File: config.mk
export PLATFORM = sky130hd
export DESIGN_NAME = ascii_integer_parser_flat
export DESIGN_NICKNAME = d
export VERILOG_FILES = /design/src/hdl/aip_pkg.sv /design/src/hdl/aip_channels.sv /design/src/hdl/aip_in_stage.sv /design/src/hdl/aip_parse.sv /design/src/hdl/aip_out_stage.sv /design/src/hdl/ascii_integer_parser.sv /design/src/flat_wrapper.sv
export VERILOG_INCLUDE_DIRS = /design/src /design/src/hdl
export SDC_FILE = /design/constraint.sdc
export NUM_CORES = 1
export LEC_CHECK = 0
export BUFFER_PORTS_ARGS = -buffer_cell sky130_fd_sc_hd__buf_2
export CAP_MARGIN = 20
export CELL_PAD_IN_SITES_DETAIL_PLACEMENT = 0
export CELL_PAD_IN_SITES_GLOBAL_PLACEMENT = 2
export CORE_ASPECT_RATIO = 0.75
export CORE_MARGIN = 2
export CORE_UTILIZATION = 25
export CTS_BUF_LIST = sky130_fd_sc_hd__clkbuf_4 sky130_fd_sc_hd__clkbuf_8 sky130_fd_sc_hd__clkbuf_16
export CTS_CLUSTER_DIAMETER = 100
export DETAILED_ROUTE_END_ITERATION = 16
export PLACE_DENSITY_LB_ADDON = 0.05
export SETUP_SLACK_MARGIN = 0.2
export SLEW_MARGIN = 30
export SYNTH_ARGS = -nofsm -noshare
export SYNTH_HDL_FRONTEND = slang
export SYNTH_SLANG_ARGS = --single-unit
export TNS_END_PERCENT = 100
File: constraint.sdc
create_clock -name clk -period 9.9 [get_ports clk]
set_input_delay 0.99 -clock clk [delete_from_list [all_inputs] [get_ports clk]]
set_output_delay 0.99 -clock clk [all_outputs]
set_load 0.005 [all_outputs]
File: src/hdl/ascii_integer_parser_defines.svh
// Assertion macros for the files that check their own logic; ascii_integer_parser.sv uses them.
`ifndef ASCII_INTEGER_PARSER_DEFINES_SVH
`define ASCII_INTEGER_PARSER_DEFINES_SVH

// Checks that the consequent holds in the same cycle as the antecedent.
`define AIP_ASSERT_SAME(label, clk, rst_n, pre, post) \
    label: assert property (@(posedge clk) disable iff (!rst_n) (pre) |-> (post)) \
        else $error("aip assertion failed: same-cycle check");

// Checks that the consequent holds in the cycle after the antecedent.
`define AIP_ASSERT_NEXT(label, clk, rst_n, pre, post) \
    label: assert property (@(posedge clk) disable iff (!rst_n) (pre) |=> (post)) \
        else $error("aip assertion failed: next-cycle check");

`endif

File: src/hdl/aip_pkg.sv
package aip_pkg;

    // Longest string index that is counted before the index saturates.
    localparam int unsigned MAX_CHARS = 65535;
    localparam logic [15:0] IDX_LIMIT =
        (MAX_CHARS < 65535) ? 16'(MAX_CHARS) : 16'hFFFF;

    // Character codes.
    localparam logic [7:0] CH_SPACE   = 8'h20;
    localparam logic [7:0] CH_TAB     = 8'h09;
    localparam logic [7:0] CH_MINUS   = 8'h2D;
    localparam logic [7:0] CH_PLUS    = 8'h2B;
    localparam logic [7:0] CH_ZERO    = 8'h30;
    localparam logic [7:0] CH_NINE    = 8'h39;
    localparam logic [7:0] CH_LOW_A   = 8'h61;
    localparam logic [7:0] CH_LOW_Z   = 8'h7A;
    localparam logic [7:0] CH_UP_A    = 8'h41;
    localparam logic [7:0] CH_UP_Z    = 8'h5A;
    localparam logic [7:0] CH_LOW_X   = 8'h78;
    localparam logic [7:0] CH_UP_X    = 8'h58;

    // Radix codes.
    localparam logic [5:0] BASE_DETECT = 6'd0;
    localparam logic [5:0] BASE_BAD    = 6'd1;
    localparam logic [5:0] BASE_OCT    = 6'd8;
    localparam logic [5:0] BASE_DEC    = 6'd10;
    localparam logic [5:0] BASE_HEX    = 6'd16;
    localparam logic [5:0] BASE_MAX    = 6'd36;

    // Digit worth of a byte that is not alphanumeric.
    localparam logic [6:0] NOT_DIGIT = 7'd99;

    // Status codes.
    localparam logic STATUS_OK        = 1'b0;
    localparam logic STATUS_BAD_RADIX = 1'b1;

    typedef enum logic [2:0] {
        PH_IDLE,
        PH_LEAD,
        PH_PREFIX,
        PH_ZERO,
        PH_XSEEN,
        PH_DIGITS
    } phase_t;

    // How the byte in hand ends the parse, if it does.
    typedef enum logic [1:0] {
        STOP_NONE,
        STOP_BAD_RADIX,
        STOP_AT_X,
        STOP_AT_BYTE
    } stop_t;

    typedef struct packed {
        logic [7:0] ch;
        logic       first;
    } in_item_t;

    typedef struct packed {
        logic signed [63:0] value;
        logic [15:0]        end_index;
        logic               status;
    } result_t;

    // Worth of an alphanumeric byte (0..35), or NOT_DIGIT.
    function automatic logic [6:0] digit_worth(input logic [7:0] c);
        logic [6:0] w;
        begin
            w = NOT_DIGIT;
            if (c >= CH_ZERO && c <= CH_NINE)
            begin
                w = 7'(c - CH_ZERO);
            end
            else if (c >= CH_LOW_A && c <= CH_LOW_Z)
            begin
                w = 7'(c - CH_LOW_A) + 7'd10;
            end
            else if (c >= CH_UP_A && c <= CH_UP_Z)
            begin
                w = 7'(c - CH_UP_A) + 7'd10;
            end
            return w;
        end
    endfunction

endpackage

File: src/hdl/aip_channels.sv
// Byte channel into the parser.
interface aip_in_if;
    import aip_pkg::*;

    logic       valid;
    logic       ready;
    logic [7:0] ch;
    logic       first;

    modport source (output valid, output ch, output first, input ready);
    modport sink (input valid, input ch, input first, output ready);
endinterface

// Result channel out of the parser.
interface aip_out_if;
    import aip_pkg::*;

    logic               valid;
    logic               ready;
    logic signed [63:0] value;
    logic [15:0]        end_index;
    logic               status;

    modport source (output valid, output value, output end_index, output status,
                    input ready);
    modport sink (input valid, input value, input end_index, input status,
                  output ready);
endinterface

File: src/hdl/aip_in_stage.sv
module aip_in_stage (
    input  logic              clk,
    input  logic              rst_n,
    input  logic              in_valid,
    input  aip_pkg::in_item_t in_item,
    output logic              in_ready,
    input  logic              take,
    output logic              item_valid,
    output aip_pkg::in_item_t item
);
    import aip_pkg::*;

    logic     valid_reg;
    logic     valid_next;
    in_item_t item_reg;

    // The register can refill in the same cycle that its item is taken.
    assign in_ready = !valid_reg || take;

    always_comb
    begin
        valid_next = valid_reg;
        if (in_ready)
        begin
            valid_next = in_valid;
        end
    end

    always_ff @(posedge clk or negedge rst_n)
    begin
        if (!rst_n)
        begin
            valid_reg <= 1'b0;
        end
        else
        begin
            valid_reg <= valid_next;
        end
    end

    // Payload needs no reset.
    always_ff @(posedge clk)
    begin
        if (in_ready && in_valid)
        begin
            item_reg <= in_item;
        end
    end

    assign item_valid = valid_reg;
    assign item       = item_reg;
endmodule

File: src/hdl/aip_parse.sv
module aip_parse (
    input  logic              clk,
    input  logic              rst_n,
    input  logic              item_valid,
    input  aip_pkg::in_item_t item,
    input  logic [5:0]        radix,
    input  logic              out_free,
    output logic              take,
    output logic              emit,
    output aip_pkg::result_t  result
);
    import aip_pkg::*;

    phase_t      phase_reg;
    phase_t      phase_next;
    logic        neg_reg;
    logic        neg_next;
    logic [63:0] acc_reg;
    logic [63:0] acc_next;
    logic [15:0] pos_reg;
    logic [15:0] pos_next;
    logic [5:0]  base_reg;
    logic [5:0]  base_next;
    stop_t       stop;
    logic [6:0]  worth;
    logic [15:0] x_index;

    assign take  = item_valid && out_free;
    assign worth = digit_worth(item.ch);

    // Next state: walks the phases that the byte in hand passes through.
    always_comb
    begin
        logic done;
        done       = 1'b0;
        phase_next = phase_reg;
        neg_next   = neg_reg;
        acc_next   = acc_reg;
        pos_next   = pos_reg;
        base_next  = base_reg;
        stop       = STOP_NONE;

        if (item.first)
        begin
            neg_next  = 1'b0;
            acc_next  = 64'd0;
            pos_next  = 16'd0;
            base_next = radix;
            if (radix == BASE_BAD || radix > BASE_MAX)
            begin
                stop       = STOP_BAD_RADIX;
                phase_next = PH_IDLE;
                done       = 1'b1;
            end
            else
            begin
                phase_next = PH_LEAD;
            end
        end
        else if (phase_reg == PH_IDLE)
        begin
            done = 1'b1;
        end
        else if (pos_reg < IDX_LIMIT)
        begin
            pos_next = pos_reg + 16'd1;
        end

        // Leading blanks and an optional sign.
        if (!done && phase_next == PH_LEAD)
        begin
            if (item.ch == CH_SPACE || item.ch == CH_TAB)
            begin
                done = 1'b1;
            end
            else if (item.ch == CH_MINUS)
            begin
                neg_next   = 1'b1;
                phase_next = PH_PREFIX;
                done       = 1'b1;
            end
            else if (item.ch == CH_PLUS)
            begin
                phase_next = PH_PREFIX;
                done       = 1'b1;
            end
            else
            begin
                phase_next = PH_PREFIX;
            end
        end

        // A leading zero may open a hex prefix or pick octal.
        if (!done && phase_next == PH_PREFIX)
        begin
            if (item.ch == CH_ZERO && (base_next == BASE_DETECT || base_next == BASE_HEX))
            begin
                phase_next = PH_ZERO;
                done       = 1'b1;
            end
            else
            begin
                if (base_next == BASE_DETECT)
                begin
                    base_next = BASE_DEC;
                end
                phase_next = PH_DIGITS;
            end
        end

        if (!done && phase_next == PH_ZERO)
        begin
            if (item.ch == CH_LOW_X || item.ch == CH_UP_X)
            begin
                phase_next = PH_XSEEN;
                done       = 1'b1;
            end
            else
            begin
                if (base_next == BASE_DETECT)
                begin
                    base_next = BASE_OCT;
                end
                phase_next = PH_DIGITS;
            end
        end

        // After "0x" a hex digit must follow, else the parse ends at the x.
        if (!done && phase_next == PH_XSEEN)
        begin
            if (worth < 7'(BASE_HEX))
            begin
                base_next  = BASE_HEX;
                phase_next = PH_DIGITS;
            end
            else
            begin
                stop       = STOP_AT_X;
                phase_next = PH_IDLE;
                done       = 1'b1;
            end
        end

        // Digit gathering: one multiply-add by the base.
        if (!done && phase_next == PH_DIGITS)
        begin
            if (worth < {1'b0, base_next})
            begin
                acc_next = acc_next * 64'(base_next) + 64'(worth);
            end
            else
            begin
                stop       = STOP_AT_BYTE;
                phase_next = PH_IDLE;
            end
        end
    end

    // Index reported for a stop at the x: the byte before, unless saturated.
    assign x_index = (pos_next < IDX_LIMIT && pos_next != 16'd0) ?
                     pos_next - 16'd1 : pos_next;

    // Outputs: the result that the byte in hand produces.
    always_comb
    begin
        emit             = 1'b0;
        result.value     = 64'sd0;
        result.end_index = 16'd0;
        result.status    = STATUS_OK;
        case (stop)
            STOP_NONE:
            begin
                emit = 1'b0;
            end
            STOP_BAD_RADIX:
            begin
                emit          = 1'b1;
                result.status = STATUS_BAD_RADIX;
            end
            STOP_AT_X:
            begin
                emit             = 1'b1;
                result.end_index = x_index;
            end
            STOP_AT_BYTE:
            begin
                emit             = 1'b1;
                result.value     = $signed(neg_next ? 64'd0 - acc_next : acc_next);
                result.end_index = pos_next;
            end
            default:
            begin
                emit = 1'b0;
            end
        endcase
    end

    always_ff @(posedge clk or negedge rst_n)
    begin
        if (!rst_n)
        begin
            phase_reg <= PH_IDLE;
            neg_reg   <= 1'b0;
            acc_reg   <= 64'd0;
            pos_reg   <= 16'd0;
            base_reg  <= BASE_DEC;
        end
        else if (take)
        begin
            phase_reg <= phase_next;
            neg_reg   <= neg_next;
            acc_reg   <= acc_next;
            pos_reg   <= pos_next;
            base_reg  <= base_next;
        end
    end
endmodule

File: src/hdl/aip_out_stage.sv
module aip_out_stage (
    input  logic             clk,
    input  logic             rst_n,
    input  logic             load,
    input  aip_pkg::result_t load_result,
    input  logic             out_ready,
    output logic             out_valid,
    output aip_pkg::result_t out_result,
    output logic             out_free
);
    import aip_pkg::*;

    logic    valid_reg;
    logic    valid_next;
    result_t result_reg;

    // A new result may enter when the register is empty or is being drained.
    assign out_free = !valid_reg || out_ready;

    always_comb
    begin
        valid_next = valid_reg;
        if (load)
        begin
            valid_next = 1'b1;
        end
        else if (out_ready)
        begin
            valid_next = 1'b0;
        end
    end

    always_ff @(posedge clk or negedge rst_n)
    begin
        if (!rst_n)
        begin
            valid_reg <= 1'b0;
        end
        else
        begin
            valid_reg <= valid_next;
        end
    end

    always_ff @(posedge clk)
    begin
        if (load)
        begin
            result_reg <= load_result;
        end
    end

    assign out_valid  = valid_reg;
    assign out_result = result_reg;
endmodule

File: src/hdl/ascii_integer_parser.sv
// Radix string-to-integer converter. Bytes of a string arrive one per transaction on
// the byte channel, the first one marked by first=1; one result transaction (value,
// end_index, status) leaves at the byte that ends the number, NUL or any other byte
// that is not a digit of the radix, or at a first byte when the radix is invalid. The
// radix register (2..36, or 0 to detect it from a 0x or 0 prefix) is sampled at each
// first byte and resets to 10. The block takes one byte per clock cycle while the
// result side keeps up; a byte waits in the input register, passes through the digit
// decode and the 64-bit multiply-add of the accumulator by the base, which is the path
// that sets the clock rate, and its result is registered in the output register.
// Values wrap modulo 2^64 and the index saturates at 65535.
`include "ascii_integer_parser_defines.svh"

module ascii_integer_parser (
    input  logic       clk,
    input  logic       rst_n,
    input  logic       cfg_we,
    input  logic [5:0] cfg_wdata,
    aip_in_if.sink     bytes,
    aip_out_if.source  results
);
    import aip_pkg::*;

    logic [5:0] radix_reg;
    in_item_t   in_item;
    in_item_t   item;
    logic       item_valid;
    logic       take;
    logic       emit;
    logic       out_free;
    result_t    parse_result;
    result_t    out_result;

    // Radix register.
    always_ff @(posedge clk or negedge rst_n)
    begin
        if (!rst_n)
        begin
            radix_reg <= BASE_DEC;
        end
        else if (cfg_we)
        begin
            radix_reg <= cfg_wdata;
        end
    end

    assign in_item.ch    = bytes.ch;
    assign in_item.first = bytes.first;

    aip_in_stage u_in_stage (
        .clk        (clk),
        .rst_n      (rst_n),
        .in_valid   (bytes.valid),
        .in_item    (in_item),
        .in_ready   (bytes.ready),
        .take       (take),
        .item_valid (item_valid),
        .item       (item)
    );

    aip_parse u_parse (
        .clk        (clk),
        .rst_n      (rst_n),
        .item_valid (item_valid),
        .item       (item),
        .radix      (radix_reg),
        .out_free   (out_free),
        .take       (take),
        .emit       (emit),
        .result     (parse_result)
    );

    aip_out_stage u_out_stage (
        .clk         (clk),
        .rst_n       (rst_n),
        .load        (take && emit),
        .load_result (parse_result),
        .out_ready   (results.ready),
        .out_valid   (results.valid),
        .out_result  (out_result),
        .out_free    (out_free)
    );

    assign results.value     = out_result.value;
    assign results.end_index = out_result.end_index;
    assign results.status    = out_result.status;

    // A bad-radix result carries nothing but its status.
    `AIP_ASSERT_SAME(a_bad_radix_zero, clk, rst_n, results.valid && results.status == STATUS_BAD_RADIX, results.value == 64'sd0 && results.end_index == 16'd0)
    // No byte is consumed while a finished result is stalled.
    `AIP_ASSERT_SAME(a_no_take_when_full, clk, rst_n, results.valid && !results.ready, !take)
    // A result that is produced shows up on the port in the next cycle.
    `AIP_ASSERT_NEXT(a_emit_shows, clk, rst_n, take && emit, results.valid)
    // An empty input register always accepts.
    `AIP_ASSERT_SAME(a_empty_accepts, clk, rst_n, !item_valid, bytes.ready)
endmodule

File: src/flat_wrapper.sv
// flat-port wrapper written by rule: the top's interface ports become plain ports
module ascii_integer_parser_flat import aip_pkg::*;
  (clk, rst_n, cfg_we, cfg_wdata, bytes_valid, bytes_ch, bytes_first, bytes_ready, results_valid, results_value, results_end_index, results_status, results_ready);
  aip_in_if bytes_i ();
  aip_out_if results_i ();
  input  logic clk;
  input  logic rst_n;
  input  logic cfg_we;
  input  logic [5:0] cfg_wdata;
  input wire logic [$bits(bytes_i.valid)-1:0] bytes_valid;
  input wire logic [$bits(bytes_i.ch)-1:0] bytes_ch;
  input wire logic [$bits(bytes_i.first)-1:0] bytes_first;
  output wire logic [$bits(bytes_i.ready)-1:0] bytes_ready;
  output wire logic [$bits(results_i.valid)-1:0] results_valid;
  output wire logic [$bits(results_i.value)-1:0] results_value;
  output wire logic [$bits(results_i.end_index)-1:0] results_end_index;
  output wire logic [$bits(results_i.status)-1:0] results_status;
  input wire logic [$bits(results_i.ready)-1:0] results_ready;
  assign bytes_i.valid = bytes_valid;
  assign bytes_i.ch = bytes_ch;
  assign bytes_i.first = bytes_first;
  assign bytes_ready = bytes_i.ready;
  assign results_valid = results_i.valid;
  assign results_value = results_i.value;
  assign results_end_index = results_i.end_index;
  assign results_status = results_i.status;
  assign results_i.ready = results_ready;
  ascii_integer_parser u_core (.clk(clk), .rst_n(rst_n), .cfg_we(cfg_we), .cfg_wdata(cfg_wdata), .bytes(bytes_i), .results(results_i));
endmodule
==> out/results.txt, run 1 <==
Worst Path Buf+Inv: 6
Layout cell share with drive strength beyond 1: 13.6%
CTS root buffer: clkbuf_16
Worst r2r src: u_core.u_in_stage.item[2]
Area Overhead vs Synth: 14.7%
Synth Area in Adders: 28.5%
Crit path max-delay family: simple AND/OR/NAND/NOR gates
Full die area: 0.0958 mm^2
Setup CP Type: reg2reg
Fillers: 9966
Clock Latency Late Sink: 0.54 ns
Routed length per instance: 23.6 um
Starting Density: 25.1%
Clock slew at reported path FFs: 0.09 ns
Vias in the first global route: 21300
Dpl ws: -0.523 ns
Routed WL: 96.3 mm
Async SR Flop Fraction: 52.1%
Via-per-instance ratio: 5.09
Run status: finished, final reports clean
Fmax: 107 MHz
Minimum clock period: 9.32 ns
Rel. slew slack: 20.5%
CORE AREA: 0.0930 mm^2
Max FFs per register: 81
Unique cell type count in the Yosys netlist: 106
Max-Cap Viols: 0
Number of synthesized flops with an enable pin: 90
Die W: 357 um
XOR/XNOR Fraction of Synth Area: 5.01%
Reg2reg setup slack: 0.58 ns
CTS Buf Count: 17
LEAKAGE: 12.4 nW
Non-Filler Cell Area, Final: 0.0268 mm^2
Remaining Overflow, GRT: 0
Worst Path Arrival: 9.60 ns
Multiplexer share of the synthesized area: 1.71%
YS warnings: 0
Post-Route Setup TNS: 0 ns
Post-synthesis cell area: 0.0233 mm^2
Largest family of logic cells by synthesized area: adder cells
Mean area per synthesized cell: 8.53 um^2
Worst Skew: 0.0182 ns
First-pass GRT wire length: 144 mm
CTS sink count: 188
Synth Register Bits: 188
CP required: 10.18 ns
Simple-Gate Fraction of Synth Area: 22.4%
Number of nets in the layout: 3240
DR pass1 iterations: 5
Site Rows: 97
Initial antenna violation count: 2
Ports: 103
Syn_nets: 3142
PD cells: 128 mW/mm^2
Sequential fraction of the synthesis area: 22.1%
Compound-cell area share of the yosys netlist: 16.0%
Hpwl dp: 74.5 mm
Post-DRT Antenna Nets: 0
DIE HEIGHT: 269 um
CTS tree: built
Core Util, Final: 28.8%
Worst path most repeated cell: buf_4
GPL Wtd Cong: 0.851
H-tree depth: 4
Fin crit share: 94.2%
Cells after synthesis: 2735
Slowest cell on the critical path: or4_4
# port buffers: 102
Post-CTS Hold Fix Bufs: 0
Setup violators final: 0
Critical path fanouts, max: 16
RSZ-0062 raised after global routing: no
CTS max path bufs: 2
Initial DRC Count: 1403
Largest net degree at the start of global routing: 91
DP Area: 0.0257 mm^2
DR DRC count: 0
GRT Util Overall: 20.3%
# diodes: 0
DR vias: 20800
Path depth of the worst reg2reg path: 33
Hold Fails Final Rpt: 0
Slew Limit Fails: 0
CP startpoint kind: register
Ys flop type: dfrtp_1
Maximum vdd drop: 0.155 mV
CP endpoint kind: register
Final WS setup: 0.578 ns
Reg-to-Reg End: u_core.u_out_stage.out_result[77]
Max stage delay on crit path: 0.69 ns
Worst slew pin tran: 1.19 ns
Tightest Hold Check Type: in2async
## cells by family (layout without fill, tap and decap cells)
| kind of cell | after synthesis | in the layout |
|---|---|---|
| fa+ha+maj | 387 | 387 |
| flops | 188 | 188 |
| compound gates | 565 | 565 |
| buf+inv | 246 | 356 |
| mux | 38 | 38 |
| xor+xnor | 132 | 132 |
| simple gates | 1179 | 1180 |
## stage by stage
step,cells,power (mW),hold slack [ns]
global placement,4040,2.64,0.461
floorplan,2735,1.93,0.442
global route,4083,3.65,0.470
CTS,4072,3.45,0.483
finish,4083,3.42,0.452
detailed placement,4040,2.65,0.464
## report_power, final
| group | internal (mW) | total [mW] | switching (mW) |
|---|---|---|---|
| Combinational | 0.455 | 1.59 | 1.13 |
| Clock | 0.341 | 0.760 | 0.419 |
| Sequential | 1.00 | 1.07 | 0.0692 |
| Total | 1.80 | 3.42 | 1.62 |
## placed cells by master, fill, tap and decap left out, types with 12 or more instances in the layout
cell,synthesis,final
o211ai_1,21,21
and3_1,30,28
a21o_1,40,40
o21ai_0,138,133
nand2_1,345,338
buf_4,5,117
nor3_1,29,28
ha_1,146,143
dfrtp_1,94,94
o21a_1,14,14
buf_2,10,101
xnor2_1,70,70
nand3_1,70,67
and2_1,17,16
nor4_1,18,15
fa_1,241,241
edfxtp_1,90,90
o31ai_1,20,20
nand2b_1,12,12
nor2b_1,13,13
mux2i_1,23,22
nand4_1,22,22
nor2_1,536,536
clkbuf_16,0,17
xor2_1,61,59
inv_1,99,95
a31oi_1,36,31
a21oi_1,140,132
mux2_2,15,15
or3_1,17,17
a211oi_1,19,15
## cells in the mapped netlist (6+ instances only)
master    count  area, um^2
or2_2         7        43.8
a211oi_1     19         143
nand3_1      70         350
a41oi_1       9        78.8
o21ai_1      10        50.1
o31ai_1      20         150
mux2_2       15         169
fa_1        241        4820
nand3b_1      7        52.6
o21a_1       14         105
edfxtp_1     90        2700
a31oi_1      36         225
a22o_1        8        70.1
or3_1        17         106
o31a_1        9        78.8
nor3_1       29         145
nor2b_1      13        81.3
and4_1        9        78.8
o211ai_1     21         158
a211o_1       8        70.1
buf_2        10        50.1
ha_1        146        1830
o21bai_1      9        67.6
and3_1       30         188
a21o_1       40         300
nand2_1     345        1290
and2_1       17         106
mux2i_1      23         230
dfrtp_1      94        2350
nand4b_1      6        52.6
a31o_2        8        70.1
inv_1        99         372
o21ai_0     138         691
xnor2_1      70         613
buf_1        21        78.8
or4_1         9        67.6
nand2b_1     12        75.1
nor4_1       18         113
xor2_1       61         534
nand4_1      22         138
a21oi_1     140         701
clkbuf_1    105         394
nor2_1      536        2010
## timing repair
item / 4_1_cts / 5_1_grt
setup buffers: 0 / 10
cloned: 0 / 1
setup endpoints to repair: 27 / 28
pin swaps: 0 / 7
resized for setup: 20 / 61
## cell type report
type,count,area [um^2],share of cell area [%]
multi-input cells,2302,17700,65.9
inverters,101,382,1.43
repair buffers,223,1450,5.41
clock inverters,14,149,0.556
clock buffers,18,433,1.62
flip-flops and latches,188,5160,19.3
well taps,1237,1550,5.78
## worst max-delay path by stage
stage | from | end | slack (ns) | depth (start not counted)
after CTS | u_core.u_in_stage.item[5] | u_core.u_out_stage.out_result[71] | 0.20 | 31
final | u_core.u_in_stage.item[2] | u_core.u_out_stage.out_result[77] | 0.58 | 33
after detailed placement | u_core.u_in_stage.item[6] | u_core.u_out_stage.out_result[71] | -0.52 | 32
after floorplan | u_core.u_in_stage.item[5] | u_core.u_out_stage.out_result[73] | 0.68 | 33
after global routing | u_core.u_in_stage.item[1] | u_core.u_out_stage.out_result[70] | 0.19 | 35
after global placement | u_core.u_in_stage.item[1] | u_core.u_out_stage.out_result[71] | -0.41 | 33
## metal layers
metal	vias up	GRT usage, %	routed length (um)
met3	66	3.04	3900
met4	0	4.58	1570
met2	450	30.6	41200
met1	10600	30.4	49600
met5	-	0	0
li1	9678	-	-
## worst reg2reg max path, delay by kind of cell (launching register included)
kind	cells	cell delay (ns)
fa+ha+maj	6	2.43
flops	1	0.38
compound gates	10	2.18
simple gates	10	2.85
buf+inv	6	1.03
mux	1	0.17
Power figures use the tool's default switching activity.
==> run 2: changes to the inputs <==
- CORE_UTILIZATION: 25 -> 36
- SETUP_SLACK_MARGIN: 0.2 -> 0.1
==> run 2 against run 1 <==
  * Critical path depth down 3
  * Largest cell class unchanged
  * Combinational power down 3%
  * Flip-flop and latch count unchanged
  * Clock-buffer cell count unchanged
  * Core utilization up 12 points
  * Via count up 1.6%
  * Die area down 30%
  * First-iteration DRC count up 36%
  * Register-to-register slack worse by 0.09 ns
  * Largest power group unchanged
  * Non-clock buffer count down 16
  * Worst hold slack better by 0.026 ns
==> out/results.txt, run 2 (synthesis gave the netlist of run 1 again) <==
Most frequent cells in the layout: nor2_1 (536), nand2_1 (340), fa_1 (241)
DR vias: 21100
CTS sink count: 188
Setup CP Type: reg2reg
Via-per-instance ratio: 5.72
Critical path fanouts, max: 9
RSZ-0062 raised after global routing: no
Starting Density: 36.5%
Run status: finished, final reports clean
Rel. slew slack: 36.0%
Slowest cell on the critical path: or4_4
Combinational share of power: 45.5%
Area Overhead vs Synth: 11.8%
Reg area: 0.00516 mm^2
Maximum vdd drop: 0.162 mV
Non-Filler Cell Area, Final: 0.0261 mm^2
Clock slew at reported path FFs: 0.08 ns
# port buffers: 102
Post-CTS Hold Fix Bufs: 0
DR DRC count: 0
Fillers: 6588
LEAKAGE: 12.3 nW
GPL Wtd Cong: 0.925
Clock power frac: 22.7%
# diodes: 0
GRT Util Overall: 26.7%
Max FFs per register: 81
Worst Path Arrival: 9.66 ns
CTS Buf Count: 17
Sw Ratio: 46.3%
Tightest Hold Check Type: in2async
Largest net degree at the start of global routing: 74
CP startpoint kind: register
Remaining Overflow, GRT: 0
CTS tree: built
Hpwl dp: 68.5 mm
Site Rows: 80
Full die area: 0.0669 mm^2
Fin crit share: 95.0%
Psw: 1.57 mW
Worst slew pin tran: 0.958 ns
Clock Latency Late Sink: 0.51 ns
Initial DRC Count: 1912
CP required: 10.15 ns
Multi-input logic area: 0.0175 mm^2
Worst path most repeated cell: inv_1
CTS root buffer: clkbuf_16
Routed WL: 89.0 mm
Slew Limit Fails: 0
CORE AREA: 0.0639 mm^2
Non-filler cells, final: 3691
DIE HEIGHT: 225 um
Minimum clock period: 9.41 ns
Post-DRT Antenna Nets: 0
Routed length per instance: 24.1 um
DR pass1 iterations: 6
Layout cell share with drive strength beyond 1: 12.4%
Max stage delay on crit path: 0.65 ns
CTS max path bufs: 2
Hold Fails Final Rpt: 0
Vias in the first global route: 20900
P_int: 1.82 mW
DP Area: 0.0251 mm^2
PD cells: 130 mW/mm^2
First-pass GRT wire length: 134 mm
Fmax: 106 MHz
Core Util, Final: 40.9%
Initial antenna violation count: 1
Max-Cap Viols: 0
H-tree depth: 4
Worst Skew: 0.0131 ns
Die W: 298 um
Reg power frac: 31.9%
Leading cell type in the layout, fill and taps excluded: nor2_1
Cells after DPL: 3647
CP endpoint kind: register
Number of nets in the layout: 3224
Setup violators final: 0
Ports: 103
[run 2: cell count changes in the layout (fill, tap and decap cells not counted), sizes merged]
cell,delta
bufinv,+1
buf,-16
inv,+1
clkinv,-2
[run 2: final cells by class]
type                    count  share of cell area (%)
clock inverters            14                   0.652
well taps                 861                    4.13
clock buffers              18                    1.66
multi-input cells        2302                    67.0
repair buffers            207                    5.29
inverters                 101                    1.47
flip-flops and latches    188                    19.8
[run 2: final timing paths]
check                      cells after the start  slack [ns]                  startpoint                                end
max                                           30        0.49   u_core.u_in_stage.item[1]  u_core.u_out_stage.out_result[75]
max in group asynchronous                      3        8.23                       rst_n         u_core.u_parse.acc_reg[35]
min reg2reg                                    2        0.48  u_core.u_parse.acc_reg[15]         u_core.u_parse.acc_reg[15]
min                                            1        0.48                       rst_n         u_core.u_parse.acc_reg[11]
max reg2reg                                   30        0.49   u_core.u_in_stage.item[1]  u_core.u_out_stage.out_result[75]
min in group clk                               2        0.48  u_core.u_parse.acc_reg[15]         u_core.u_parse.acc_reg[15]
[run 2: what timing repair did]
item / 4_1_cts / 5_1_grt
cloned: 0 / 1
pin swaps: 0 / 4
buffers inserted: 0 / 11
resized for setup: 4 / 47
setup endpoints to repair: 20 / 30
[run 2: per-layer routing]
| layer | GRT usage (%) | share of wire [%] | vias to the layer above |
|---|---|---|---|
| li1 | - | - | 9651 |
| met1 | 40.8 | 50 | 10700 |
| met2 | 39.8 | 43 | 693 |
| met3 | 3.46 | 6.1 | 74 |
| met4 | 6.42 | 1.5 | 2 |
| met5 | 0 | 0.013 | - |
[run 2: worst max-delay path: cells and delay by family, from the launching register on]
| kind | cells | cell delay [ns] |
|---|---|---|
| and+or+nand+nor | 10 | 3.12 |
| adders and majority gates | 6 | 2.71 |
| AOI/OAI and AO/OA | 8 | 2.25 |
| DFF | 1 | 0.48 |
| buffers and inverters | 5 | 0.38 |
| xor gates and xnor gates | 1 | 0.16 |
[run 2: through the flow]
stage / hold WS (ns) / total power, mW / setup WS, ns / TNS [ns]
floorplan: 0.442 / 1.93 / 0.680 / 0
global placement: 0.459 / 2.58 / 0.0247 / 0
detailed placement: 0.463 / 2.58 / -0.0539 / -0.0960
CTS: 0.462 / 3.37 / 0.119 / 0
global route: 0.495 / 3.57 / 0.0944 / 0
finish: 0.478 / 3.38 / 0.490 / 0
[run 2: power groups by stage]
stage               combinational (mW)  clock (mW)  sequential [mW]
CTS                               1.49       0.793             1.08
floorplan                        0.834           0             1.09
finish                            1.54       0.766             1.08
global route                      1.66       0.815             1.09
global placement                  1.48           0             1.10
detailed placement                1.49           0             1.10
